$ cat src/nsq_ram.sv
// Simple dual-port synchronous RAM, one write and one registered read port.
`timescale 1ns / 1ps
`default_nettype none
module nsq_ram #(
  parameter int W     = 32,
  parameter int DEPTH = 128
) (
  input  wire logic                     clk,
  input  wire logic                     we,
  input  wire logic [$clog2(DEPTH)-1:0] waddr,
  input  wire logic [W-1:0]             wdata,
  input  wire logic [$clog2(DEPTH)-1:0] raddr,
  output logic      [W-1:0]             rdata
);

  logic [W-1:0] mem [DEPTH];

  always_ff @(posedge clk) begin
    if (we) begin
      mem[waddr] <= wdata;
    end
    rdata <= mem[raddr];
  end

endmodule
`default_nettype wire

$ cat config.mk
export PLATFORM = sky130hd
export DESIGN_NAME = nsq_ram
export DESIGN_NICKNAME = d
export VERILOG_FILES = /design/src/nsq_ram.sv
export SDC_FILE = /design/constraint.sdc
export NUM_CORES = 2
export LEC_CHECK = 0
export BUFFER_PORTS_ARGS = -buffer_cell sky130_fd_sc_hd__buf_2
export CORE_MARGIN = 3
export CORE_UTILIZATION = 65
export DETAILED_ROUTE_END_ITERATION = 6
export PLACE_DENSITY = 0.78
export SETUP_SLACK_MARGIN = 0.3
export SYNTH_ARGS = -nofsm -noshare
export SYNTH_HDL_FRONTEND = slang
export SYNTH_SLANG_ARGS = --single-unit
$ cat constraint.sdc
create_clock -name clk -period 6.43 [get_ports clk]
set_input_delay 1.286 -clock clk [delete_from_list [all_inputs] [get_ports clk]]
set_output_delay 1.286 -clock clk [all_outputs]
set_load 0.02 [all_outputs]
==> results.md <==
- Status: completed
- Final-stage net count: 6473
- Commonest cells in the netlist: edfxtp_1 (4096), mux4_2 (1344), clkbuf_1 (182), nor2_1 (122), buf_2 (79)
- Layout cells sized above 1: 36.00%
- I/O Buffers: 79
- Hold Crit Class: primary input to register
- Synthesized area: 156300 µm²
- Drt pass-1 iters: 6
- Vias in the first global route: 79149
- Synth area leader: edfxtp_1
- FFs w/ async S/R, synth: 0%
- Final hold violation count: 0
- Setup crit end kind: register
- CTS Hold Bufs: 0
- GPL Wtd Cong: 0.8532
- Net Sw Frac: 21.98%
- Clock power frac: 41.8%
- WP data required: 7.04 ns
- Total setup buffers inserted after CTS: 0
- Arrival @ worst endpoint: 4.66 ns
- Final cycle utilization of the critical path: 62.91%
- Most frequent cell after synthesis: edfxtp_1
- Sequential fraction of the synthesis area: 79.12%
- Overflow after GRT: 0
- Num Clock Sinks: 4128
- Die width: 496.3 µm
- CTS Buf Count: 398
- Global Route Usage Sum: 40.23%
- Via Count: 78331
- Synth area leaders: edfxtp_1 (79%), mux4_2 (19%), clkbuf_1 (0.44%), dfxtp_1 (0.41%), nor2_1 (0.29%)
- Post-Syn Instances: 5990
- Final min period: 4.045 ns
- Antenna-violating nets left: 0
- # setup viols final: 0
- Setup TNS: 0 ns
- Pin count of the biggest net entering global routing: 113
- Core Region: 238500 µm²
- Yosys top cell area share: 78.71%
- Area of the die: 246300 µm²
- Inst Count DP: 9192
- Power Density: 321.7 nW/µm²
- Fmax: 247.2 MHz
- Combinational power share: 5.4%
- P_sw: 12430 µW
- Worst-Margin Slew: 1.440 ns
- H-tree lvl count: 5
- RSZ-0062 raised after global routing: false
- Die Y: 496.3 µm
- Routed WL: 484500 µm
- # rows: 179
- Relative slew slack: 4.030%
- Global-route wire length before repair: 663400 µm
- Synth unique cells: 17
- Critical path class: primary input to register
- Initial Utilization: 65.52%
- Clk root buf: clkbuf_16
- Post-CTS Resized: 0
- Mapped Nets: 6038
- Yosys Warn Count: 0
- Final slew viol count: 0
- Mean Syn Cell Area: 26.09 µm²
- Post-synth top flop: edfxtp_1
- DR WL/cell: 48.72 µm
- Clk_lat worst skew: 1.00 ns
- Internal: 44130 µW
- CTS tree: done
- Max-cap violation count: 0
- Final Skew: 0.05681 ns
- Non-Filler Instances: 9945
- Seq cells post-synth: 4128
- Area grow syn2layout: 12.50%
- Max IR drop VDD: 340.3 µV
- Clock slew at reported path FFs: 0.07 ns
- Leakage: 0.05404 µW
- Crit Path Max Fanout: 18
- DRT iter0 DRCs: 16951
- Sequential share of power: 52.8%
- HPWL after detailed placement: 239800 µm
- Top-Level Pins: 80
- Via/cell ratio: 7.876
- Post-route DRC: 0
- Startpoint types: primary input
- EDFF count, synth: 4096
- Max clock buf depth: 4
- Initial antenna violation count: 59
power groups by stage:
stage / combinational [µW] / sequential, µW / clock [µW]
6_report: 3070 / 29800 / 23600
2_1_floorplan: 1430 / 30400 / 0
3_3_place_gp: 2790 / 30400 / 0
3_5_place_dp: 2860 / 30400 / 0
4_1_cts: 2980 / 29800 / 23600
5_1_grt: 3090 / 29800 / 24500
worst paths after layout:
kind / end / slack [ns] / depth (start not counted) / start
worst max register to register: rdata[1] / 3.66 / 4 / mem[15][1]
worst min register to register: rdata[8] / 1.17 / 4 / mem[86][8]
worst max-delay path: mem[91][28] / 2.39 / 5 / waddr[1]
worst min-delay path: mem[44][13] / 0.62 / 1 / wdata[13]
placed cells by master (no fill, tap or decap):
cell type	n
edfxtp_1	4096
mux4_2	1344
clkbuf_16	400
buf_4	263
nor2_4	119
clkbuf_1	80
clkinv_2	69
clkinv_1	65
diode_2	47
bufinv_16	46
buf_12	44
buf_2	40
mux2_2	32
dfxtp_1	32
clkinvlp_4	22
nand2_1	11
clkinv_4	10
inv_6	9
nand3_1	8
nor3_2	8
nor2b_1	7
nand3_2	4
clkbuf_8	4
nor2_1	3
nand4_1	3
nand2_2	3
buf_8	3
nand2b_1	2
nor3_4	1
or3_1	1
clkinv_8	1
buf_6	1
critical path, cell delays in order:
cell	delay, ns
buf_2	0.21
nor2b_1	0.45
nand3_2	0.99
nor2_4	1.13
buf_4	0.51
logic make-up after synthesis:
| kind of cell | count (synthesis) | synth area share [%] |
|---|---|---|
| AND/OR/NAND/NOR | 170 | 0.4460 |
| multiplexers | 1376 | 19.60 |
| buffers and inverters | 316 | 0.8391 |
| flip-flops | 4128 | 79.12 |
area by class of cell:
class	count	area (µm²)
sequential	4128	123600
multi-input combinational	1546	32300
clock inverter	222	2318
tap	3167	3963
fill	11308	62710
clock buffer	484	10360
timing repair buffer	351	3112
antenna	47	117.6
through the flow:
stage / instance area (µm²) / hold slack [ns] / setup WS, ns / utilization, % / power (µW)
after floorplan: 156300 / 1.074 / 1.905 / - / 31800
final: 175800 / 0.6228 / 2.385 / 73.71 / 56550
after global routing: 175700 / 0.6307 / 2.470 / 73.68 / 57440
after detailed placement: 163000 / 1.151 / 1.650 / 68.34 / 33260
after global placement: 163000 / 1.125 / 1.617 / 68.34 / 33180
after CTS: 175700 / 0.5720 / 2.633 / 73.66 / 56460
registers in the layout (all words and copies together), names as in the netlist:
signal  cells
mem      4096
rdata      32
per-layer routing:
layer	wire, µm	up-vias	track usage, %
li1	-	27266	-
met1	142300	40548	51.75
met2	228100	8571	60.55
met3	71560	1910	11.25
met4	42230	36	28.47
met5	262	-	0
Power figures use the tool's default switching activity.
