### config.mk
export PLATFORM = sky130hd
export DESIGN_NAME = nsq_reward
export DESIGN_NICKNAME = d
export VERILOG_FILES = /design/src/nsq_pkg.sv /design/src/nsq_reward.sv
export SDC_FILE = /design/constraint.sdc
export NUM_CORES = 2
export LEC_CHECK = 0
export BUFFER_PORTS_ARGS = -buffer_cell sky130_fd_sc_hd__buf_2
export CORE_UTILIZATION = 70
export CTS_BUF_LIST = sky130_fd_sc_hd__clkbuf_8
export DETAILED_ROUTE_END_ITERATION = 6
export PLACE_DENSITY = 0.95
export REMOVE_ABC_BUFFERS = 1
export SETUP_SLACK_MARGIN = 0.15
export SLEW_MARGIN = 25
export SYNTH_ARGS = -nofsm -noshare
export SYNTH_HDL_FRONTEND = slang
export SYNTH_SLANG_ARGS = --single-unit
export TNS_END_PERCENT = 10
### constraint.sdc
create_clock -name clk -period 30.4 [get_ports clk]
set_input_delay 3.04 -clock clk [delete_from_list [all_inputs] [get_ports clk]]
set_output_delay 3.04 -clock clk [all_outputs]
set_load 0.01 [all_outputs]
### src/nsq_pkg.sv
// Shared types, constants and helpers for the neighbor-state Q-learning block.
`timescale 1ns / 1ps
`default_nettype none
package nsq_pkg;

  localparam int NUM_CORES = 400;
  localparam int CORE_AW   = $clog2(NUM_CORES);
  localparam int Q_STATES  = 35;
  localparam int Q_ROWS    = 3;
  localparam int TBL_DEPTH = Q_STATES * Q_ROWS;
  localparam int TBL_AW    = $clog2(TBL_DEPTH);
  localparam int CLR_N     = (NUM_CORES > TBL_DEPTH) ? NUM_CORES : TBL_DEPTH;
  localparam int CLR_W     = $clog2(CLR_N);

  localparam logic [5:0]  NO_STATE    = 6'd63;
  // ceil(2^31 / 100), exact floor(n/100) for 24-bit n
  localparam logic [24:0] DIV100_M    = 25'd21474837;
  localparam logic signed [26:0] REWARD_BASE = 27'sd6553600;

  localparam logic [1:0] KIND_OBS = 2'd0;
  localparam logic [1:0] KIND_WR  = 2'd1;
  localparam logic [1:0] KIND_RD  = 2'd2;

  localparam logic [1:0] REG_LEARN  = 2'd0;
  localparam logic [1:0] REG_DISC   = 2'd1;
  localparam logic [1:0] REG_LIMIT  = 2'd2;
  localparam logic [1:0] REG_SCALE  = 2'd3;

  typedef struct packed {
    logic [5:0]  last;
    logic [23:0] start;
    logic [7:0]  cnt;
  } core_ent_t;

  typedef struct packed {
    logic        start;
    logic        neg;
    logic [31:0] mag;
  } rw_req_t;

  typedef struct packed {
    logic               done;
    logic signed [26:0] reward;
  } rw_rsp_t;

  function automatic logic [5:0] nbr_state(input logic [2:0] x, input logic [2:0] y,
                                           input logic [2:0] z);
    logic [5:0] sx;
    logic [4:0] k;
    logic [7:0] p;
    case (x)
      3'd0:    sx = 6'd0;
      3'd1:    sx = 6'd15;
      3'd2:    sx = 6'd25;
      3'd3:    sx = 6'd31;
      default: sx = 6'd34;
    endcase
    k = 5'd11 - {2'b0, y} - {1'b0, x, 1'b0};
    p = {5'b0, y} * {3'b0, k};
    return sx + p[6:1] + {3'b0, z};
  endfunction

  function automatic logic [TBL_AW-1:0] tbl_addr(input logic [1:0] row, input logic [5:0] col);
    logic [7:0] a;
    a = {6'b0, row} * 8'd35 + {2'b0, col};
    return TBL_AW'(a);
  endfunction

endpackage
`default_nettype wire

### src/nsq_reward.sv
// Iterative reward unit: square, bitwise integer sqrt, restoring divide.
`timescale 1ns / 1ps
`default_nettype none
module nsq_reward import nsq_pkg::*; (
  input  wire logic    clk,
  input  wire logic    rst_n,
  input  wire rw_req_t req,
  output rw_rsp_t      rsp
);

  typedef enum logic [2:0] {R_IDLE, R_SQ, R_SQRT, R_DINIT, R_DIV, R_FIN} rst_t;

  rst_t               state_r;
  logic [31:0]        mag_r;
  logic               neg_r;
  logic [63:0]        n_r;
  logic [63:0]        root_r;
  logic [63:0]        bit_r;
  logic [55:0]        rem_r;
  logic [55:0]        dvs_r;
  logic [23:0]        quo_r;
  logic [4:0]         qc_r;
  logic               done_r;
  logic signed [26:0] rwd_r;
  logic [63:0]        trial;

  assign trial = root_r + bit_r;

  always_ff @(posedge clk) begin
    if (!rst_n) begin
      state_r <= R_IDLE;
      done_r  <= 1'b0;
    end else begin
      case (state_r)
        R_IDLE: begin
          if (req.start) begin
            mag_r   <= req.mag;
            neg_r   <= req.neg;
            done_r  <= 1'b0;
            state_r <= R_SQ;
          end
        end
        R_SQ: begin
          n_r     <= (64'd10 << 32) + {32'b0, mag_r} * {32'b0, mag_r};
          root_r  <= 64'd0;
          bit_r   <= 64'h4000_0000_0000_0000;
          state_r <= R_SQRT;
        end
        R_SQRT: begin
          if (n_r >= trial) begin
            n_r    <= n_r - trial;
            root_r <= (root_r >> 1) + bit_r;
          end else begin
            root_r <= root_r >> 1;
          end
          bit_r <= bit_r >> 2;
          if (bit_r[0]) begin
            state_r <= R_DINIT;
          end
        end
        R_DINIT: begin
          rem_r   <= {8'b0, mag_r, 16'b0} * 56'd200 + {25'b0, root_r[31:1]};
          dvs_r   <= {1'b0, root_r[31:0], 23'b0};
          quo_r   <= 24'd0;
          qc_r    <= 5'd23;
          state_r <= R_DIV;
        end
        R_DIV: begin
          if (rem_r >= dvs_r) begin
            rem_r <= rem_r - dvs_r;
            quo_r <= {quo_r[22:0], 1'b1};
          end else begin
            quo_r <= {quo_r[22:0], 1'b0};
          end
          dvs_r <= dvs_r >> 1;
          qc_r  <= qc_r - 5'd1;
          if (qc_r == 5'd0) begin
            state_r <= R_FIN;
          end
        end
        R_FIN: begin
          rwd_r   <= neg_r ? REWARD_BASE + $signed({3'b0, quo_r})
                           : REWARD_BASE - $signed({3'b0, quo_r});
          done_r  <= 1'b1;
          state_r <= R_IDLE;
        end
        default: state_r <= R_IDLE;
      endcase
    end
  end

  assign rsp.done   = done_r;
  assign rsp.reward = rwd_r;

endmodule
`default_nettype wire

==> impl_metrics.xml <==
<?xml version="1.0" encoding="UTF-8"?>
<metrics>
  <group name="logic_synthesis">
    <metric name="yosysUniqueCellTypes" unit="">96</metric>
    <metric name="synth_top_area_cell" unit="">fa_1</metric>
    <metric name="ys_top_cells_by_area" unit="">fa_1 (28%), edfxtp_1 (18%), ha_1 (13%)</metric>
    <metric name="synthMostInstantiatedCell" unit="">inv_1</metric>
    <metric name="syn_inst" unit="">6473</metric>
    <metric name="ranking_of_synthesized_cells_by_instance_count" unit="">inv_1 (1,251), fa_1 (841), ha_1 (606)</metric>
    <metric name="syn_area" unit="sq um">59400</metric>
    <metric name="synth-main-ff-cell" unit="">edfxtp_1</metric>
    <metric name="synth-async-reset-ratio" unit="%">0</metric>
    <metric name="post-synth-top-area-fraction" unit="%">28.4</metric>
    <metric name="yosys_warnings" unit="">0</metric>
    <metric name="syn_area_per_cell" unit="sq um">9.17</metric>
    <metric name="number_of_synthesized_flops_with_an_enable_pin" unit="">359</metric>
    <metric name="yosysSeqAreaShare" unit="%">18.3</metric>
    <metric name="ys_ff_latch" unit="">363</metric>
  </group>
  <group name="timing">
    <metric name="final_max_slew_viol_count" unit="">0</metric>
    <metric name="final_hold_viol_count" unit="">0</metric>
    <metric name="fin_skew" unit="ns">0.0802</metric>
    <metric name="slew_headroom" unit="%">25.1</metric>
    <metric name="report.final.setup_viol" unit="">0</metric>
    <metric name="post-route-period-util" unit="%">33.2</metric>
    <metric name="post-route-min-period" unit="ns">10.09</metric>
    <metric name="rsz0062_at_grt" unit="">false</metric>
    <metric name="maxClockFrequency" unit="MHz">99.1</metric>
    <metric name="worst_pin_slew" unit="ns">1.12</metric>
    <metric name="fin_tns_setup" unit="ns">0</metric>
  </group>
  <group name="critical_path">
    <metric name="worst_r2r_path_depth" unit="">23</metric>
    <metric name="r2r_slack" unit="ns">20.31</metric>
    <metric name="timing.critical_path.slowest_stage_cell" unit="">clkinv_1</metric>
    <metric name="critical_path.top_delay_family" unit="">adder cells</metric>
    <metric name="cp_cell_sequence" unit="">clkinv_1 -&gt; nor2_1 -&gt; fa_1 -&gt; fa_1 -&gt; inv_1 -&gt; fa_1 -&gt; fa_1 -&gt; inv_1 -&gt; fa_1 -&gt; fa_1 -&gt; fa_1 -&gt; fa_1 -&gt; ha_1 -&gt; and3_1 -&gt; and2_1 -&gt; nand3_1 -&gt; o211ai_1 -&gt; a21oi_1 -&gt; o41ai_1 -&gt; nor4_1 -&gt; o31ai_1 -&gt; xnor2_1 -&gt; mux2_2</metric>
    <metric name="critPathArrivalTime" unit="ns">10.60</metric>
    <metric name="regToRegStartpoint" unit="">mag_r[22]</metric>
    <metric name="crit_cells" unit="">23</metric>
    <metric name="cp-end-kind" unit="">register</metric>
    <metric name="setup.worst_path.class" unit="">reg -&gt; reg</metric>
    <metric name="cp_max_fo" unit="">17</metric>
    <metric name="critical_path_source_type" unit="">register</metric>
    <metric name="max_stage_delay" unit="ns">1.07</metric>
    <metric name="worstReg2RegEnd" unit="">n_r[59]</metric>
    <metric name="cp_data_required_time" unit="ns">30.91</metric>
    <metric name="cp_common_cell" unit="">fa_1</metric>
    <metric name="worstPathBufferInverterCount" unit="">3</metric>
  </group>
  <group name="status">
    <metric name="outcome" unit="">finished, final reports clean</metric>
  </group>
  <group name="global_routing">
    <metric name="grt_first_pass_wirelength" unit="um">274000</metric>
    <metric name="grt_antenna_before_repair" unit="">8</metric>
    <metric name="vias_in_the_first_global_route" unit="">51545</metric>
    <metric name="groute.usage.overall" unit="%">41.5</metric>
    <metric name="grt_max_degree" unit="">93</metric>
    <metric name="gr_overflow_total" unit="">0</metric>
  </group>
  <group name="clocking">
    <metric name="post_cts_resize_count" unit="">0</metric>
    <metric name="root_buffer" unit="">clkbuf_8</metric>
    <metric name="worst_skew_pair.late_latency" unit="ns">0.80</metric>
    <metric name="post-cts-setup-buffer-count" unit="">0</metric>
    <metric name="numCtsBuffers" unit="">69</metric>
    <metric name="cts_sink_cnt" unit="">363</metric>
    <metric name="h_tree_depth" unit="">3</metric>
    <metric name="clock_tree_from_tritoncts" unit="">built</metric>
    <metric name="buffers_from_clock_root_to_sink_at_most" unit="">3</metric>
    <metric name="worst_setup_hold_path_clk_slew" unit="ns">0.07</metric>
    <metric name="postCtsHoldBufs" unit="">0</metric>
  </group>
  <group name="route">
    <metric name="number_of_design_rule_violations_left_by_the_first_detailed_router_iteration" unit="">4844</metric>
    <metric name="detailroute.via_count" unit="">48752</metric>
    <metric name="routedWlPerCell" unit="um">22.8</metric>
    <metric name="remaining_drc_errors" unit="">0</metric>
    <metric name="avgViaCountPerCell" unit="">6.39</metric>
    <metric name="wirelength" unit="um">174000</metric>
    <metric name="postRouteAntennaNets" unit="">0</metric>
    <metric name="detail_route.first_pass.iterations" unit="">6</metric>
  </group>
  <group name="hold_path">
    <metric name="hold_path_class" unit="">reg -&gt; reg</metric>
    <metric name="hold_path_startpoint" unit="">quo_r[0]</metric>
    <metric name="hold_end" unit="">rwd_r[0]</metric>
    <metric name="timing.hold.worst_path_depth" unit="">0</metric>
  </group>
  <group name="placement">
    <metric name="dp.final_hpwl" unit="um">134000</metric>
    <metric name="placedCellCount" unit="">7500</metric>
    <metric name="final_wtd_congestion" unit="">1.04</metric>
    <metric name="placement.io_buffers" unit="">63</metric>
  </group>
  <group name="layout">
    <metric name="layout.core_utilization" unit="%">74.1</metric>
    <metric name="design.final.nets" unit="">7920</metric>
    <metric name="area_growth" unit="%">4.66</metric>
    <metric name="drive_above_1_share" unit="%">4.56</metric>
    <metric name="layoutNonFillerInstCount" unit="">7628</metric>
  </group>
  <group name="floorplanning">
    <metric name="initial_utilization" unit="%">70.8</metric>
    <metric name="ioPinCount" unit="">64</metric>
    <metric name="die_y" unit="um">293</metric>
    <metric name="placement_rows" unit="">106</metric>
    <metric name="die_area" unit="sq um">86000</metric>
    <metric name="die_w" unit="um">293</metric>
    <metric name="core_area" unit="sq um">83800</metric>
  </group>
  <group name="flow_run">
    <metric name="cap_violations" unit="">0</metric>
  </group>
</metrics>
## cells by family after synthesis
| logic type | Yosys count | share of synthesized area (%) |
|---|---|---|
| xor gates and xnor gates | 372 | 5.49 |
| buffers and inverters | 1487 | 9.46 |
| adders and majority gates | 1447 | 41.1 |
| and+or+nand+nor | 1598 | 12.4 |
| muxes | 25 | 0.432 |
| DFF | 363 | 18.3 |
| AOI/OAI and AO/OA | 1181 | 12.8 |
## registers in the layout, indices dropped and copies added (netlist names)
signal   count
quo_r       24
done_r       1
dvs_r       55
qc_r         5
state_r      3
root_r      64
neg_r        1
bit_r       32
rwd_r       26
n_r         64
mag_r       32
rem_r       56
## cell type report
cell class,instances,area [sq um]
sequential,363,10900
fill,5580,21700
clock buffer,76,1050
inverter,1264,4750
tap,1134,1420
antenna,6,15.0
clock inverter,46,342
timing repair buffer,116,733
multi-input combinational,4623,43000
## worst max path at each step
| stage | start | endpoint | slack [ns] |
|---|---|---|---|
| final | mag_r[22] | n_r[59] | 20.31 |
| after CTS | mag_r[22] | n_r[59] | 20.65 |
| after global routing | mag_r[22] | n_r[59] | 20.15 |
| after global placement | mag_r[22] | n_r[58] | 21.03 |
| after floorplan | rst_n | n_r[0] | 17.76 |
| after detailed placement | mag_r[22] | n_r[59] | 20.69 |
## routing by layer
metal / part of all wire [%] / vias up / GRT usage, %
li1: - / 21041 / -
met1: 34 / 23381 / 47.3
met2: 45 / 3212 / 65.6
met3: 12 / 1114 / 12.1
met4: 9.6 / 4 / 32.6
met5: 0.011 / - / 0
## per-stage QoR
stage	worst slack [ns]	hold slack (ns)	instance area (sq um)
after global placement	21.03	0.523	60700
after global routing	20.15	0.566	62100
final	20.31	0.555	62100
after detailed placement	20.69	0.519	60700
after CTS	20.65	0.553	62100
after floorplan	17.76	0.476	58500
## layout by cell type, fill, tap and decap left out, types with 13 or more instances in the layout
cell      instances
a211oi_1         49
inv_1          1271
a31oi_1          75
mux2i_1          20
a21oi_1         313
nor4_1           13
ha_1            606
buf_2            63
a21o_1          184
a21boi_0         14
o31ai_1          19
nor2_1          496
and3_1           56
edfxtp_1        359
nand2_1         554
o21ai_0         246
a211o_1          17
or3_1            20
o21a_1           31
and2_1          104
nand2b_1         45
buf_4            52
xor2_1          188
clkbuf_8         76
fa_1            841
nor3_1           63
or2_2            22
nand4_1          54
o211ai_1         21
xnor2_1         184
nor2b_1          50
nand3_1          69
a31o_2           15
o21bai_1         58
Power is not shown: default switching activity piles up to over one toggle a cycle in this logic, so the estimate is an artifact.
